<file path="src/sv/wrbf_pkg.sv">
// Shared widths, types and helpers for the Wendland basis evaluator.
package wrbf_pkg;

  // Field widths
  localparam int IN_W  = 20;
  localparam int OUT_W = 24;

  // Internal fixed point: Q.24 magnitudes up to and including one
  localparam int QF = 24;
  localparam int QW = QF + 1;

  // Polynomial factor (signed, magnitude below 2^32), exact product and scaling
  localparam int PW   = QW + 9;
  localparam int MW   = QW + 1 + PW;
  localparam int MAGW = 57;
  localparam int KW   = 6;
  localparam int SW   = MAGW + KW;
  localparam int RW   = SW - QF;

  typedef logic [QW-1:0]        q_t;
  typedef logic signed [PW-1:0] poly_t;
  typedef logic signed [MW-1:0] prod_t;
  typedef logic [KW-1:0]        kmag_t;

  // Function order, named after the smoothness class
  typedef enum logic [1:0] {
    ORD_C0 = 2'd0,
    ORD_C2 = 2'd1,
    ORD_C4 = 2'd2,
    ORD_C6 = 2'd3
  } order_t;

  // Result field of one lane
  typedef enum logic [1:0] {
    FLD_VALUE = 2'd0,
    FLD_D1    = 2'd1,
    FLD_D2    = 2'd2
  } field_t;

  localparam q_t Q_ONE = {1'b1, {QF{1'b0}}};

  localparam logic [OUT_W-1:0] OUT_POS_MAX = {1'b0, {(OUT_W-1){1'b1}}};
  localparam logic [OUT_W-1:0] OUT_NEG_MIN = {1'b1, {(OUT_W-1){1'b0}}};

  // Radius and one minus radius after the front stage
  typedef struct packed {
    logic   in_support;
    order_t order;
    q_t     rad;
    q_t     u;
  } front_t;

  // Chosen power of u and polynomial factor for each result field
  typedef struct packed {
    logic   in_support;
    order_t order;
    q_t     pw_v;
    q_t     pw_d;
    q_t     pw_dd;
    poly_t  p_v;
    poly_t  p_d;
    poly_t  p_dd;
  } term_t;

  // Exact products before scaling and rounding
  typedef struct packed {
    logic   in_support;
    order_t order;
    prod_t  m_v;
    prod_t  m_d;
    prod_t  m_dd;
  } prod_set_t;

  // Q.24 product of two values in [0, 1], rounded half up
  function automatic q_t qmul_u(input q_t a, input q_t b);
    logic [2*QW-1:0] p;
    p = ({{QW{1'b0}}, a} * {{QW{1'b0}}, b}) + ((2*QW)'(1) << (QF - 1));
    return p[QF +: QW];
  endfunction

  // Zero-extend a Q.24 magnitude into the signed polynomial width
  function automatic poly_t to_poly(input q_t x);
    return $signed({{(PW-QW){1'b0}}, x});
  endfunction

  // Magnitude of the leading integer constant per order and field
  function automatic kmag_t scale_mag(input order_t ord, input field_t fld);
    kmag_t k;
    k = KW'(1);
    case (ord)
      ORD_C0:  k = (fld == FLD_VALUE) ? KW'(1) : KW'(2);
      ORD_C2:  k = (fld == FLD_VALUE) ? KW'(1) : KW'(20);
      ORD_C4:  k = (fld == FLD_VALUE) ? KW'(1) : KW'(56);
      ORD_C6:  k = (fld == FLD_VALUE) ? KW'(1) : KW'(22);
      default: k = KW'(1);
    endcase
    return k;
  endfunction

  // First derivative carries a negative leading constant
  function automatic logic scale_neg(input field_t fld);
    return fld == FLD_D1;
  endfunction

endpackage

</file>
<file path="src/sv/wrbf_front.sv">
// Front stage: absolute radius, support test and conversion to Q.24.
module wrbf_front #(
  parameter int FRAC_BITS = 16
) (
  input  logic                              clk,
  input  logic                              rst_n,
  input  logic                              in_valid,
  output logic                              in_ready,
  input  logic signed [wrbf_pkg::IN_W-1:0]  in_radius,
  input  wrbf_pkg::order_t                  order,
  output logic                              out_valid,
  input  logic                              out_ready,
  output wrbf_pkg::front_t                  out_data
);

  localparam int RSH = wrbf_pkg::QF - FRAC_BITS;
  localparam logic [wrbf_pkg::QW:0] SUPPORT = (wrbf_pkg::QW + 1)'(1) << FRAC_BITS;

  logic [wrbf_pkg::IN_W-1:0] mag_w;
  logic                      inside_w;
  wrbf_pkg::front_t          data_nxt;
  wrbf_pkg::front_t          data_r;
  logic                      valid_r;
  logic                      rdy;

  // Take the magnitude; the most negative radius maps to 2^19 exactly
  always_comb begin
    mag_w    = in_radius[wrbf_pkg::IN_W-1] ? wrbf_pkg::IN_W'(~in_radius + 1'b1)
                                           : wrbf_pkg::IN_W'(in_radius);
    inside_w = {{(wrbf_pkg::QW + 1 - wrbf_pkg::IN_W){1'b0}}, mag_w} <= SUPPORT;
    data_nxt.in_support = inside_w;
    data_nxt.order      = order;
    data_nxt.rad        = inside_w ? (wrbf_pkg::q_t'(mag_w) << RSH) : '0;
    data_nxt.u          = wrbf_pkg::Q_ONE - data_nxt.rad;
  end

  assign rdy      = !valid_r || out_ready;
  assign in_ready = rdy;

  // Advance when the stage is empty or its item moves on
  always_ff @(posedge clk) begin
    if (!rst_n) begin
      valid_r <= 1'b0;
    end else if (rdy) begin
      valid_r <= in_valid;
    end
  end

  always_ff @(posedge clk) begin
    if (rdy) begin
      data_r <= data_nxt;
    end
  end

  assign out_valid = valid_r;
  assign out_data  = data_r;

endmodule

</file>
<file path="config.mk">
export PLATFORM = sky130hd
export DESIGN_NAME = wrbf_front
export DESIGN_NICKNAME = d
export VERILOG_FILES = /design/src/sv/wrbf_pkg.sv /design/src/sv/wrbf_front.sv
export SDC_FILE = /design/constraint.sdc
export NUM_CORES = 1
export LEC_CHECK = 0
export BUFFER_PORTS_ARGS = -buffer_cell sky130_fd_sc_hd__buf_4
export CORE_ASPECT_RATIO = 2
export CORE_MARGIN = 8
export CORE_UTILIZATION = 30
export DETAILED_ROUTE_END_ITERATION = 7
export SLEW_MARGIN = 10
export SYNTH_ARGS = -nofsm -noshare
export SYNTH_HDL_FRONTEND = slang
export SYNTH_SLANG_ARGS = --single-unit
</file>
<file path="constraint.sdc">
create_clock -name clk -period 11.7 [get_ports clk]
set_clock_uncertainty 0.2 [all_clocks]
set_input_delay 2.34 -clock clk [delete_from_list [all_inputs] [get_ports clk]]
set_output_delay 2.34 -clock clk [all_outputs]
set_load 0.02 [all_outputs]
</file>
## Word-level counts from Yosys, hierarchy flattened

Index checks and enable logic that the tools add are counted.
W data, S select, Z words.

- Add/sub/neg operators: 2
- $lt $le $gt $ge: 1
- Multiplexer cells: 2
- Bitwise logic cells: 1
- Reductions and logical operators: 2

Operators by type and width:

| cell | count |
|---|---|
| $mux W25 | 1 |
| $sub A25 B25 Y25 const A | 1 |
| $add A20 B1 Y20 const B | 1 |
| $le A20 B17 Y1 const B | 1 |
| $mux W20 | 1 |
| $not A20 Y20 | 1 |
| $logic_not A1 Y1 | 1 |
| $logic_or A1 B1 Y1 | 1 |

- Register bits after elaboration: 54
- Input port bits: 26
- Output and inout port bits: 55
- Logic and storage cells: 13

## Depth between registers and ports, before layout

- Depth in word-level cells: 6
- Mapped depth: 16
- Depth with buffers taken out: 14

## Worst setup path before layout

No wires, ideal clock.

- Path type: input to register
- Start point: input port in_radius[6] (netlist name)
- End point: register data_r, in the netlist out_data[18], data pin
- Setup time: 0.150 ns
- Data arrival time: 5.671 ns
- Required time: 11.350 ns
- Slack: 5.679 ns
- Cell stages on the path: 14
- Buffers on the path: 2
- Path through: buf_2 > or4_4 > or4_4 > and4_4 > o41a_2 > a41oi_4 > or2_4 > inv_2 > nand2_1 > ha_1 > clkbuf_1 > nand2_1 > mux2_2 > o22ai_2

RTL lines:

| item | RTL line | text |
|---|---|---|
| from (decl) | wrbf_front.sv:9 | `input logic signed [wrbf_pkg::IN_W-1:0] in_radius,` |
| to (signal assigned) | wrbf_front.sv:51 | `data_r <= data_nxt;` |
| to (decl) | wrbf_front.sv:22 | `wrbf_pkg::front_t data_r;` |

==> out/qor.yml <==
core_sq_mm: 0.00853
hpwl_um: 5390
nFillCells: 863
hold_start: "out_valid"
grt.total_usage: 0.107
die_area_sq_mm: 0.0121
status: "finished clean"
h-tree-depth: 2
synth-edff-count: 36
ys.flop_type: "edfxtp_1"
whs_path_depth: 2
viasPerCell: 5.01
netlist.area_leader.share: 0.415
finalSetupTns_ps: 0
ys_top_cells_by_area: "edfxtp_1 (41%), buf_4 (4.9%), xnor2_1 (4.0%), xor2_1 (4.0%), nor2_1 (3.5%)"
use_met1: 0.0928
ys_warn_count: 0
worst_setup_path_end_kind: "register"
rows: 48
syn_area_per_cell_sq_um: 10.3
drcViolationCount: 0
max_cap_violations: 0
cts-root-buf: "clkbuf_16"
grt.busiest_layer: "met2"
cts_setup_buffers: 0
final-setup-viol-count: 0
postLayoutCellArea_sq_mm: 0.00323
die_x_um: 81.9
first_pass_iters: 4
ios: 81
diodes: 0
die_h_um: 148
hp-class: "register to register"
drt-total-wl_um: 6470
port_buffers: 64
nets: 335
multi_input_area_sq_mm: 0.00132
hold_viol: 0
final.period_utilization: 0.550
dp_cells: 399
slew_headroom: 0.380
async_flop_share: 0
start_util: 0.306
critPathKind: "primary input to register"
grt_pass1_vias: 2025
synth_area_sq_mm: 0.00261
area_delta_synth_final_pct: 23.7
register_area_sq_mm: 0.00110
placed_area_sq_mm: 0.00305
r2r_end: "out_data[20]"
ctsResizeCount: 0
required_ps: 11630
initialDrtViolationCount: 96
wl_per_cell_um: 15.9
drive_gt1_frac: 0.303
regToRegSetupSlack_ps: 10190
cts_hold_buffers: 0
rsz0062_at_grt: "false"
antenna_found_initial: 0
slew_violations: 0
use_met3: 0.0201
leakage_nw: 1.31
place_congestion: 0.855
grt_start_max_net_pins: 39
grt_use_met2: 0.203
synth.distinct_cells: 58
period_minus_slack_ps: 6430
via_count: 2041
cts_tree: "done"
synth_top_area_cell: "edfxtp_1"
critPathArrivalTime_ps: 6360
fmax_ghz: 0.155
total_power_uw: 408
worst_slew_pin_slew_ps: 926
rr_startpoint: "out_valid"
hold_path_end: "out_valid"
worst-path-max-fanout: 21
layoutNonFillerInstCount: 407
clockBufferDepth: 2
clk_pin_slew_ps: 50
ys_seq_elements: 37
drtAntennaViolNets: 0
power_density_mw_per_mm2: 127
grt_pass1_wl_um: 10000
clk_latency_ps: 280
overflow: 0
clock_sinks: 37
seq_area_frac_synth: 0.422
r2r_cells: 1
netlist_instances: 253
cts_buffers: 5
crit_path_start_kind: "primary input"
ir_worst_vdd_v: 0.0000604
## synth_stat cells (4+ instances only)
| cell | number |
|---|---|
| xnor2_1 | 12 |
| o31ai_1 | 8 |
| o22ai_2 | 5 |
| nand2b_1 | 6 |
| nor2b_1 | 5 |
| buf_4 | 17 |
| nand2_1 | 8 |
| nand3_1 | 5 |
| buf_2 | 4 |
| inv_1 | 7 |
| nor3b_1 | 5 |
| clkbuf_1 | 8 |
| edfxtp_1 | 36 |
| nor4_1 | 5 |
| mux2i_1 | 6 |
| xor2_1 | 12 |
| or3_1 | 4 |
| nor2_1 | 24 |
| nor3_1 | 15 |
## through the flow
step	setup WS [ps]	hold slack [ps]	util
detailed placement	5030	981	0.358
finish	5270	945	0.378
CTS	5300	992	0.378
floorplan	5680	1410	-
global placement	5150	964	0.358
global route	5020	1040	0.378
## state kept, by name, indices dropped and copies added, names as in the netlist
signal     flops
out_data      36
out_valid      1
## placed cells by master, fill, tap and decap left out, types with 3 or more instances in the layout
master / count
edfxtp_1: 36
nor2b_1: 5
o21ai_0: 3
conb_1: 16
and3_1: 3
o31ai_1: 8
nor3b_1: 5
nand4_1: 3
ha_1: 3
buf_4: 64
o41ai_1: 3
nor4_1: 5
or3_1: 4
nand2b_1: 5
mux2i_1: 6
clkbuf_16: 5
or4_4: 3
nor3_1: 15
o22ai_2: 5
nand2_1: 8
nor2_1: 24
inv_1: 7
a21oi_1: 3
xnor2_1: 12
nand3_1: 5
xor2_1: 12
## cells by family (layout without fill, tap and decap cells)
group,after synthesis,count (layout),synth area share
AOI/OAI and AO/OA,38,38,0.128
xor gates and xnor gates,24,24,0.0806
adders and majority gates,3,3,0.0144
buffers and inverters,41,80,0.0955
DFF,37,37,0.422
muxes,8,8,0.0317
other,1,16,0.00144
and+or+nand+nor,101,101,0.226
## final cells by class
| type | count | area share |
|---|---|---|
| Clock inverter | 1 | 0.00931 |
| Timing Repair Buffer | 64 | 0.149 |
| Multi-Input combinational cell | 190 | 0.408 |
| Clock buffer | 7 | 0.0442 |
| Tap cell | 100 | 0.0388 |
| Inverter | 8 | 0.00931 |
| Sequential cell | 37 | 0.341 |
## worst max-delay path: stages
cell and delay [ps]:
buf_4 140, or4_4 580, or4_4 510, nor4_2 230, mux2_2 360, a31oi_1 710, or2_4 430, inv_2 80
nand2_1 110, ha_1 410, nand2_1 90, mux2_2 280, o22ai_2 110
## how the worst max path moves through the flow
stage            startpoint           end  slack [ps]  cells past startpoint
5_1_grt        in_radius[5]  out_data[18]        5020                     13
3_3_place_gp   in_radius[5]  out_data[18]        5150                     13
6_report       in_radius[5]  out_data[18]        5270                     13
2_1_floorplan  in_radius[6]  out_data[18]        5680                     14
4_1_cts        in_radius[5]  out_data[18]        5300                     13
3_5_place_dp   in_radius[5]  out_data[18]        5030                     13
## routing by layer
metal,wire length (um),vias up
met2,3660,76
met4,263,0
met5,0,-
met3,360,13
met1,2190,939
li1,-,1013
## report_power, final
part	switching, mW	internal (mW)
Combinational	0.0586	0.0373
Sequential	0.00308	0.158
Clock	0.0447	0.106
(Power assumes the default switching activity.)
