### src/sv/wrbf_pkg.sv
// Shared widths, types and helpers for the Wendland basis evaluator.
package wrbf_pkg;

  // Field widths
  localparam int IN_W  = 20;
  localparam int OUT_W = 24;

  // Internal fixed point: Q.24 magnitudes up to and including one
  localparam int QF = 24;
  localparam int QW = QF + 1;

  // Polynomial factor (signed, magnitude below 2^32), exact product and scaling
  localparam int PW   = QW + 9;
  localparam int MW   = QW + 1 + PW;
  localparam int MAGW = 57;
  localparam int KW   = 6;
  localparam int SW   = MAGW + KW;
  localparam int RW   = SW - QF;

  typedef logic [QW-1:0]        q_t;
  typedef logic signed [PW-1:0] poly_t;
  typedef logic signed [MW-1:0] prod_t;
  typedef logic [KW-1:0]        kmag_t;

  // Function order, named after the smoothness class
  typedef enum logic [1:0] {
    ORD_C0 = 2'd0,
    ORD_C2 = 2'd1,
    ORD_C4 = 2'd2,
    ORD_C6 = 2'd3
  } order_t;

  // Result field of one lane
  typedef enum logic [1:0] {
    FLD_VALUE = 2'd0,
    FLD_D1    = 2'd1,
    FLD_D2    = 2'd2
  } field_t;

  localparam q_t Q_ONE = {1'b1, {QF{1'b0}}};

  localparam logic [OUT_W-1:0] OUT_POS_MAX = {1'b0, {(OUT_W-1){1'b1}}};
  localparam logic [OUT_W-1:0] OUT_NEG_MIN = {1'b1, {(OUT_W-1){1'b0}}};

  // Radius and one minus radius after the front stage
  typedef struct packed {
    logic   in_support;
    order_t order;
    q_t     rad;
    q_t     u;
  } front_t;

  // Chosen power of u and polynomial factor for each result field
  typedef struct packed {
    logic   in_support;
    order_t order;
    q_t     pw_v;
    q_t     pw_d;
    q_t     pw_dd;
    poly_t  p_v;
    poly_t  p_d;
    poly_t  p_dd;
  } term_t;

  // Exact products before scaling and rounding
  typedef struct packed {
    logic   in_support;
    order_t order;
    prod_t  m_v;
    prod_t  m_d;
    prod_t  m_dd;
  } prod_set_t;

  // Q.24 product of two values in [0, 1], rounded half up
  function automatic q_t qmul_u(input q_t a, input q_t b);
    logic [2*QW-1:0] p;
    p = ({{QW{1'b0}}, a} * {{QW{1'b0}}, b}) + ((2*QW)'(1) << (QF - 1));
    return p[QF +: QW];
  endfunction

  // Zero-extend a Q.24 magnitude into the signed polynomial width
  function automatic poly_t to_poly(input q_t x);
    return $signed({{(PW-QW){1'b0}}, x});
  endfunction

  // Magnitude of the leading integer constant per order and field
  function automatic kmag_t scale_mag(input order_t ord, input field_t fld);
    kmag_t k;
    k = KW'(1);
    case (ord)
      ORD_C0:  k = (fld == FLD_VALUE) ? KW'(1) : KW'(2);
      ORD_C2:  k = (fld == FLD_VALUE) ? KW'(1) : KW'(20);
      ORD_C4:  k = (fld == FLD_VALUE) ? KW'(1) : KW'(56);
      ORD_C6:  k = (fld == FLD_VALUE) ? KW'(1) : KW'(22);
      default: k = KW'(1);
    endcase
    return k;
  endfunction

  // First derivative carries a negative leading constant
  function automatic logic scale_neg(input field_t fld);
    return fld == FLD_D1;
  endfunction

endpackage

### src/sv/wrbf_round.sv
// Constant scaling, two rounding steps, saturation and the output register.
module wrbf_round #(
  parameter int FRAC_BITS = 16
) (
  input  logic                                clk,
  input  logic                                rst_n,
  input  logic                                in_valid,
  output logic                                in_ready,
  input  wrbf_pkg::prod_set_t                 in_data,
  output logic                                out_valid,
  input  logic                                out_ready,
  output logic signed [wrbf_pkg::OUT_W-1:0]   out_value,
  output logic signed [wrbf_pkg::OUT_W-1:0]   out_first_derivative,
  output logic signed [wrbf_pkg::OUT_W-1:0]   out_second_derivative
);

  localparam int SH = wrbf_pkg::QF - FRAC_BITS;

  logic s7_valid_r, s8_valid_r, s9_valid_r;
  logic s7_inside_r, s8_inside_r;
  logic rdy7, rdy8, rdy9;

  wrbf_pkg::prod_t            m_in  [3];
  logic [wrbf_pkg::OUT_W-1:0] res_q [3];

  assign m_in[0] = in_data.m_v;
  assign m_in[1] = in_data.m_d;
  assign m_in[2] = in_data.m_dd;

  assign rdy9     = !s9_valid_r || out_ready;
  assign rdy8     = !s8_valid_r || rdy9;
  assign rdy7     = !s7_valid_r || rdy8;
  assign in_ready = rdy7;

  // Valid bits and the support flag
  always_ff @(posedge clk) begin
    if (!rst_n) begin
      s7_valid_r <= 1'b0;
      s8_valid_r <= 1'b0;
      s9_valid_r <= 1'b0;
    end else begin
      if (rdy7) s7_valid_r <= in_valid;
      if (rdy8) s8_valid_r <= s7_valid_r;
      if (rdy9) s9_valid_r <= s8_valid_r;
    end
  end

  always_ff @(posedge clk) begin
    if (rdy7) s7_inside_r <= in_data.in_support;
    if (rdy8) s8_inside_r <= s7_inside_r;
  end

  for (genvar i = 0; i < 3; i++) begin : g_lane
    localparam wrbf_pkg::field_t LaneFld = wrbf_pkg::field_t'(i);

    logic [wrbf_pkg::MW-1:0]   mag_w;
    logic [wrbf_pkg::SW-1:0]   scaled_nxt;
    logic [wrbf_pkg::SW-1:0]   scaled_r;
    logic                      neg7_r;
    logic [wrbf_pkg::SW-1:0]   q_sum_w;
    logic [wrbf_pkg::RW-1:0]   q_r;
    logic                      neg8_r;
    logic [wrbf_pkg::RW:0]     fm;
    logic [wrbf_pkg::OUT_W-1:0] res_nxt;
    logic [wrbf_pkg::OUT_W-1:0] res_r;

    // Scale the magnitude by the leading constant; track the sign aside
    always_comb begin
      mag_w      = m_in[i][wrbf_pkg::MW-1] ? wrbf_pkg::MW'(-m_in[i])
                                           : wrbf_pkg::MW'(m_in[i]);
      scaled_nxt = wrbf_pkg::SW'(mag_w[wrbf_pkg::MAGW-1:0]) *
                   wrbf_pkg::SW'(wrbf_pkg::scale_mag(in_data.order, LaneFld));
    end

    always_ff @(posedge clk) begin
      if (rdy7) begin
        scaled_r <= scaled_nxt;
        neg7_r   <= m_in[i][wrbf_pkg::MW-1] ^ wrbf_pkg::scale_neg(LaneFld);
      end
    end

    // Round back to Q.24, half away from zero
    assign q_sum_w = scaled_r + (wrbf_pkg::SW'(1) << (wrbf_pkg::QF - 1));

    always_ff @(posedge clk) begin
      if (rdy8) begin
        q_r    <= q_sum_w[wrbf_pkg::QF +: wrbf_pkg::RW];
        neg8_r <= neg7_r;
      end
    end

    // Round to the field's fraction, half away from zero
    if (SH > 0) begin : g_rnd
      assign fm = ({1'b0, q_r} + ((wrbf_pkg::RW + 1)'(1) << (SH - 1))) >> SH;
    end else begin : g_exact
      assign fm = {1'b0, q_r};
    end

    // Saturate to the field range; zero outside the support
    always_comb begin
      if (!s8_inside_r) begin
        res_nxt = '0;
      end else if (neg8_r) begin
        if (fm >= (wrbf_pkg::RW + 1)'(wrbf_pkg::OUT_NEG_MIN)) begin
          res_nxt = wrbf_pkg::OUT_NEG_MIN;
        end else begin
          res_nxt = wrbf_pkg::OUT_W'(~fm[wrbf_pkg::OUT_W-1:0] + 1'b1);
        end
      end else begin
        if (fm > (wrbf_pkg::RW + 1)'(wrbf_pkg::OUT_POS_MAX)) begin
          res_nxt = wrbf_pkg::OUT_POS_MAX;
        end else begin
          res_nxt = fm[wrbf_pkg::OUT_W-1:0];
        end
      end
    end

    always_ff @(posedge clk) begin
      if (rdy9) begin
        res_r <= res_nxt;
      end
    end

    assign res_q[i] = res_r;
  end

  assign out_valid             = s9_valid_r;
  assign out_value             = $signed(res_q[0]);
  assign out_first_derivative  = $signed(res_q[1]);
  assign out_second_derivative = $signed(res_q[2]);

endmodule

### config.mk
export PLATFORM = sky130hd
export DESIGN_NAME = wrbf_round
export DESIGN_NICKNAME = d
export VERILOG_FILES = /design/src/sv/wrbf_pkg.sv /design/src/sv/wrbf_round.sv
export SDC_FILE = /design/constraint.sdc
export NUM_CORES = 2
export LEC_CHECK = 0
export BUFFER_PORTS_ARGS = -buffer_cell sky130_fd_sc_hd__buf_2
export CAP_MARGIN = 25
export CORE_MARGIN = 5
export CORE_UTILIZATION = 60
export CTS_CLUSTER_DIAMETER = 150
export DETAILED_ROUTE_END_ITERATION = 16
export GPL_ROUTABILITY_DRIVEN = 0
export GPL_TIMING_DRIVEN = 0
export PLACE_DENSITY_LB_ADDON = 0.2
export RECOVER_POWER = 50
export SYNTH_ARGS = -nofsm -noshare
export SYNTH_HDL_FRONTEND = slang
export SYNTH_SLANG_ARGS = --single-unit
### constraint.sdc
create_clock -name clk -period 11.9 [get_ports clk]
set_clock_uncertainty 0.05 [all_clocks]
set_input_delay 2.38 -clock clk [delete_from_list [all_inputs] [get_ports clk]]
set_output_delay 2.38 -clock clk [all_outputs]
set_load 0.05 [all_outputs]
## After elaboration in Yosys (flattened, before gate mapping)

Index checks and enable logic that the tools add are counted.

| storage, ports and cells | value |
|---|---|
| register bits | 389 |
| bits of input ports | 187 |
| output and inout port bits | 74 |
| word-level logic and storage cells | 70 |

| operators by class | value |
|---|---|
| add/sub/neg operators | 12 |
| $mul | 3 |
| order comparisons | 6 |
| equal/unequal tests | 3 |
| muxes and demuxes | 14 |
| bitwise gates (word level) | 4 |
| reductions and logical operators | 8 |

Operators with widths:

| cell | number |
|---|---|
| 24-bit 2-to-1 mux | 9 |
| 63-bit by 24-bit adder with 63-bit output (second input constant) | 3 |
| 57-bit by 6-bit multiplier with 63-bit output | 3 |
| 57-bit 2-to-1 mux | 3 |
| 57-bit negation | 3 |
| 39-bit by 8-bit adder with 40-bit output (second input constant) | 3 |
| 32-bit by 24-bit greater-or-equal comparator with 1-bit output (second input constant) | 3 |
| 32-bit by 23-bit greater-than comparator with 1-bit output (second input constant) | 3 |
| 24-bit by 1-bit adder with 24-bit output (second input constant) | 3 |
| 24-bit inverter | 3 |
| 6-bit one-hot mux with 4 select lines | 1 |
| 6-bit 2-to-1 mux | 1 |
| 2-bit == test (second input constant) | 2 |
| 4-bit OR reduction | 1 |
| 1-bit zero test | 3 |
| 1-bit logical OR | 3 |
| 2-bit by 1-bit == test with 1-bit output (second input constant) | 1 |
| 2-bit zero test | 1 |
| 1-bit inverter | 1 |

## Longest topological paths before layout

| depth | value |
|---|---|
| word-level depth | 5 |
| depth in mapped cells | 30 |
| depth with buffers taken out | 30 |

## Worst setup path after synthesis

No wires, ideal clock.

| path | value |
|---|---|
| path type | input -> register |
| from | input in_data[75] (netlist name) |
| to | register g_lane[1].scaled_r[61] (netlist name), data pin |
| setup time | 0.258 ns |
| data arrival time | 9.266 ns |
| data required time | 11.592 ns |
| setup slack | 2.326 ns |
| stages | 28 |
| buffers on the path | 1 |
| cell sequence | or4_4 > or3_4 > or4_4 > or3_4 > or4_4 > or2_1 > buf_6 > o41ai_1 > xor2_1 > nand2b_1 > fa_1 > inv_1 > fa_1 > inv_1 > fa_1 > inv_1 > ha_1 > a21o_1 > a21o_1 > a21o_1 > a21oi_1 > o21ai_0 > a21o_1 > a21o_1 > a21oi_1 > o31ai_1 > a21oi_1 > xnor2_1 |

| between the ends | value |
|---|---|
| longest elaborated chain between the ends | 3 |

RTL lines:

| element | RTL line | text |
|---|---|---|
| start: declaration | wrbf_round.sv:9 | `input wrbf_pkg::prod_set_t in_data,` |
| 57-bit negation | wrbf_round.sv:69 | `mag_w = m_in[i][wrbf_pkg::MW-1] ? wrbf_pkg::MW'(-m_in[i])` |
| 57-bit 2-to-1 mux (*) | wrbf_round.sv:69 |  |
| 57-bit by 6-bit multiplier with 63-bit output (*) | wrbf_round.sv:71 | `scaled_nxt = wrbf_pkg::SW'(mag_w[wrbf_pkg::MAGW-1:0]) *` |
| named net g_lane[1].scaled_nxt, one bit | wrbf_round.sv:57 | `logic [wrbf_pkg::SW-1:0] scaled_nxt;` |
| end signal: assignment | wrbf_round.sv:77 | `scaled_r <= scaled_nxt;` |
| end: declaration | wrbf_round.sv:58 | `logic [wrbf_pkg::SW-1:0] scaled_r;` |

Mark *: on every way through the listed nets, which the timed path passes. The rest lies on a longest branch.
A chain may end at the register's enable or synchronous reset.

## Worst setup path after layout

| path | value |
|---|---|
| from | input in_data[59] (netlist name) |
| to | register g_lane[2].scaled_r[48] (netlist name), data pin |

| between the ends | value |
|---|---|
| longest elaborated chain between the ends | 2 |

RTL lines:

| element | RTL line |
|---|---|
| 57-bit 2-to-1 mux | wrbf_round.sv:69 |
| 57-bit by 6-bit multiplier with 63-bit output | wrbf_round.sv:71 |
| named net g_lane[2].scaled_nxt, one bit | wrbf_round.sv:57 |
| end signal: assignment | wrbf_round.sv:77 |
| end: declaration | wrbf_round.sv:58 |

The timed path passes the listed nets, and every way through them passes these cells.

==> flow_metrics.env <==
export IMPL_cp_top_family="compound AO/OA/AOI/OAI gates"
export IMPL_power_share_switching_pct=43.3
export IMPL_critPathBufInv=8
export IMPL_pwr_share_seq_pct=29.7
export IMPL_crit_path_end_kind="flip-flop"
export IMPL_synth_common_cells="570 x inv_1, 382 x nor2_1, 288 x fa_1, 285 x edfxtp_1, 271 x ha_1"
export IMPL_core_area_mm2=0.0590
export IMPL_start_util_pct=60.5
export IMPL_wl_per_cell_um=17.0
export IMPL_switching_power_mw=2.65
export IMPL_fp_dieW_um=254
export IMPL_syn_cell_area_mm2=0.0357
export IMPL_via_count=28500
export IMPL_max_cap_violations=2
export IMPL_layout_min_cycle_time_ns=10.90
export IMPL_fin_crit_sh_pct=91.6
export IMPL_yosysTopAreaCell="edfxtp_1"
export IMPL_portBuffers=249
export IMPL_crit_type="in -> reg"
export IMPL_cts_max_path_buffers=3
export IMPL_dr_pass1_iters=5
export IMPL_p_clk_share_pct=14.9
export IMPL_post_cts_setup_buffers=0
export IMPL_area_delta_synth_final_pct=8.73
export IMPL_synth_seq_area_share_pct=24.2
export IMPL_drc=0
export IMPL_detail_route_antenna_nets=0
export IMPL_finalHoldViolations=0
export IMPL_hold_class="reg -> reg"
export IMPL_yosys_warnings=0
export IMPL_synth_top_area_share_pct=24.0
export IMPL_synth_area_top_cells="edfxtp_1 24%, fa_1 16%, ha_1 9.5%"
export IMPL_fmax_mhz=91.7
export IMPL_synth_edf_count=285
export IMPL_leakage_nw=17.4
export IMPL_async_flop_share_pct=0
export IMPL_grt_pass1_wl_mm=140
export IMPL_setup_viol=0
export IMPL_rsz0062_at_grt="false"
export IMPL_die_y_um=254
export IMPL_die_area_mm2=0.0645
export IMPL_syn_num_nets=4763
export IMPL_cts_tree="built"
export IMPL_violations="max-capacitance violations, max-slew violations"
export IMPL_hpwlAfterDp_mm=71.1
export IMPL_cts_clk_slew_worst_paths_ns=0.06
export IMPL_drive_gt1_share_pct=7.24
export IMPL_ioPinCount=261
export IMPL_overflow=0
export IMPL_yosysUniqueCellTypes=81
export IMPL_grt_pass1_vias=27800
export IMPL_critical_path_required_ns=12.15
export IMPL_grt_max_degree=78
export IMPL_avgSynthCellArea_um2=8.88
export IMPL_critPathMaxStageDelay_ns=0.80
export IMPL_cts_buffers=30
export IMPL_drt_iter0_markers=1791
export IMPL_slew_headroom_pct=-152
export IMPL_ctsHoldBuffers=0
export IMPL_crit_arrival_ns=11.16
export IMPL_clock_root_buffer="clkbuf_16"
export IMPL_synth_top_flop_cell="edfxtp_1"
export IMPL_combinationalPowerShare_pct=55.4
export IMPL_antenna_found_initial=3
export IMPL_clk_latency_ns=0.57
export IMPL_viasPerCell=5.60
export IMPL_wirelength_mm=86.4
export IMPL_cp_common_cell="clkbuf_1"
export IMPL_fin_nets=5046
export IMPL_crit_path_start_kind="primary input"
export IMPL_slew_viol_final=151
export IMPL_cts_resized=0
export IMPL_tightest_slew_ns=3.78
export IMPL_crit_path_max_fanout=10
export IMPL_synth_most_common_cell="inv_1"
export IMPL_netlist_instances=4017
export IMPL_outcome="finished, violations left"
export IMPL_grt_usage_pct=26.6
export IMPL_clock_sinks=288
export IMPL_tns_ns=0
export IMPL_rows=89
export IMPL_ys_ff_latch=288
export IMPL_p_int_mw=3.46
export IMPL_crit_slowest_cell="o21ai_0"
export IMPL_htree_num_levels=1
export IMPL_final_util_pct=65.7
export IMPL_p_per_area_mw_per_mm2=157
export IMPL_ir_worst_vdd_uv=120
path summary, 6_finish.rpt:
kind	startpoint	end	slack (ns)	cells past startpoint
max	in_data[59]	g_lane[2].scaled_r[48]$_DFFE_PP_	1.0	26
min	g_lane[1].neg7_r$_DFFE_PP_	g_lane[1].neg8_r$_DFFE_PP_	0.37	0
max reg2reg	out_valid$_SDFFE_PN0P_	out_first_derivative[12]$_SDFFCE_PN0P_	7.24	2
min reg2reg	g_lane[1].neg7_r$_DFFE_PP_	g_lane[1].neg8_r$_DFFE_PP_	0.37	0
layout make-up:
cell class / count / area [µm²]
multi-input combinational: 3021 / 24400
fill: 5023 / 20200
sequential: 288 / 8620
inverter: 571 / 2140
timing repair buffer: 251 / 1180
tap: 773 / 967
clock buffer: 44 / 823
buffer: 137 / 523
clock inverter: 11 / 129
antenna: 2 / 5.00
placed cells by master, fill, tap and decap left out, types with 13 or more instances in the layout:
cell type / synthesis / layout
or4_1: 19 / 19
mux2i_1: 38 / 38
o41ai_1: 19 / 19
a211oi_1: 17 / 17
nand2_1: 241 / 241
o21bai_1: 21 / 21
o21ai_0: 112 / 112
nand2b_1: 74 / 74
nand4_1: 71 / 71
edfxtp_1: 285 / 285
nand3_1: 117 / 116
inv_1: 570 / 569
xor2_1: 226 / 226
and3_1: 30 / 30
a21oi_1: 233 / 233
xnor2_1: 228 / 228
maj3_1: 18 / 18
a21o_1: 51 / 51
nor2b_1: 148 / 148
buf_1: 13 / 13
ha_1: 271 / 271
nor4_1: 26 / 27
and2_1: 18 / 14
fa_1: 288 / 288
or2_2: 59 / 59
clkbuf_16: 0 / 30
buf_2: 1 / 174
and4_1: 29 / 29
clkbuf_1: 122 / 211
o21a_1: 20 / 20
a31oi_1: 14 / 14
o31ai_1: 57 / 57
nor3_1: 45 / 45
o211ai_1: 18 / 18
or3_1: 31 / 31
nor2_1: 382 / 382
state kept, by name (all words and copies together), names as in the netlist, 3 cells and up:
register,cells
g_lane.neg7_r,3
out_value,24
out_second_derivative,24
out_first_derivative,24
g_lane.q_r,91
g_lane.neg8_r,3
g_lane.scaled_r,114
per-stage QoR:
step	instance area (µm²)	power, mW	worst slack (ns)	hold WS, ns	instances
2_1_floorplan	35700	4.42	2.33	0.350	4017
3_3_place_gp	37900	5.09	0.642	0.352	5039
3_5_place_dp	38000	5.19	0.657	0.355	5041
4_1_cts	38900	6.12	1.24	0.362	5096
5_1_grt	38800	6.68	0.673	0.378	5097
6_report	38800	6.10	0.997	0.366	5098
worst reg2reg max path, cell delays in order, from the launching register on:
cell and delay (ns):
dfxtp_1 0.34, nor2b_1 0.44, clkinvlp_2 2.50
routing by layer:
layer / wire, µm / share of wire (%) / vias to the layer above / global-route usage, %
li1: - / - / 14100 / -
met3: 5580 / 6.5 / 189 / 3.78
met5: 7 / 0.0081 / - / 0
met4: 3620 / 4.2 / 2 / 9.44
met2: 40000 / 46 / 849 / 44.0
met1: 37200 / 43 / 13400 / 36.0
power by group through the flow:
stage | sequential (mW) | clock, mW | combinational, mW
after floorplan | 1.86 | 0 | 2.57
after global placement | 1.81 | 0 | 3.28
after detailed placement | 1.83 | 0 | 3.36
after CTS | 1.81 | 0.932 | 3.38
after global routing | 1.85 | 0.968 | 3.85
final | 1.81 | 0.909 | 3.38
kinds of logic after synthesis:
logic type	count (synthesis)	share of synthesized area (%)
adders and majority gates	578	26.2
AOI/OAI and AO/OA	622	10.9
buffers and inverters	708	7.47
muxes	40	1.13
xor gates and xnor gates	456	11.2
and+or+nand+nor	1325	18.9
DFF	288	24.2
Power figures use the tool's default switching activity.
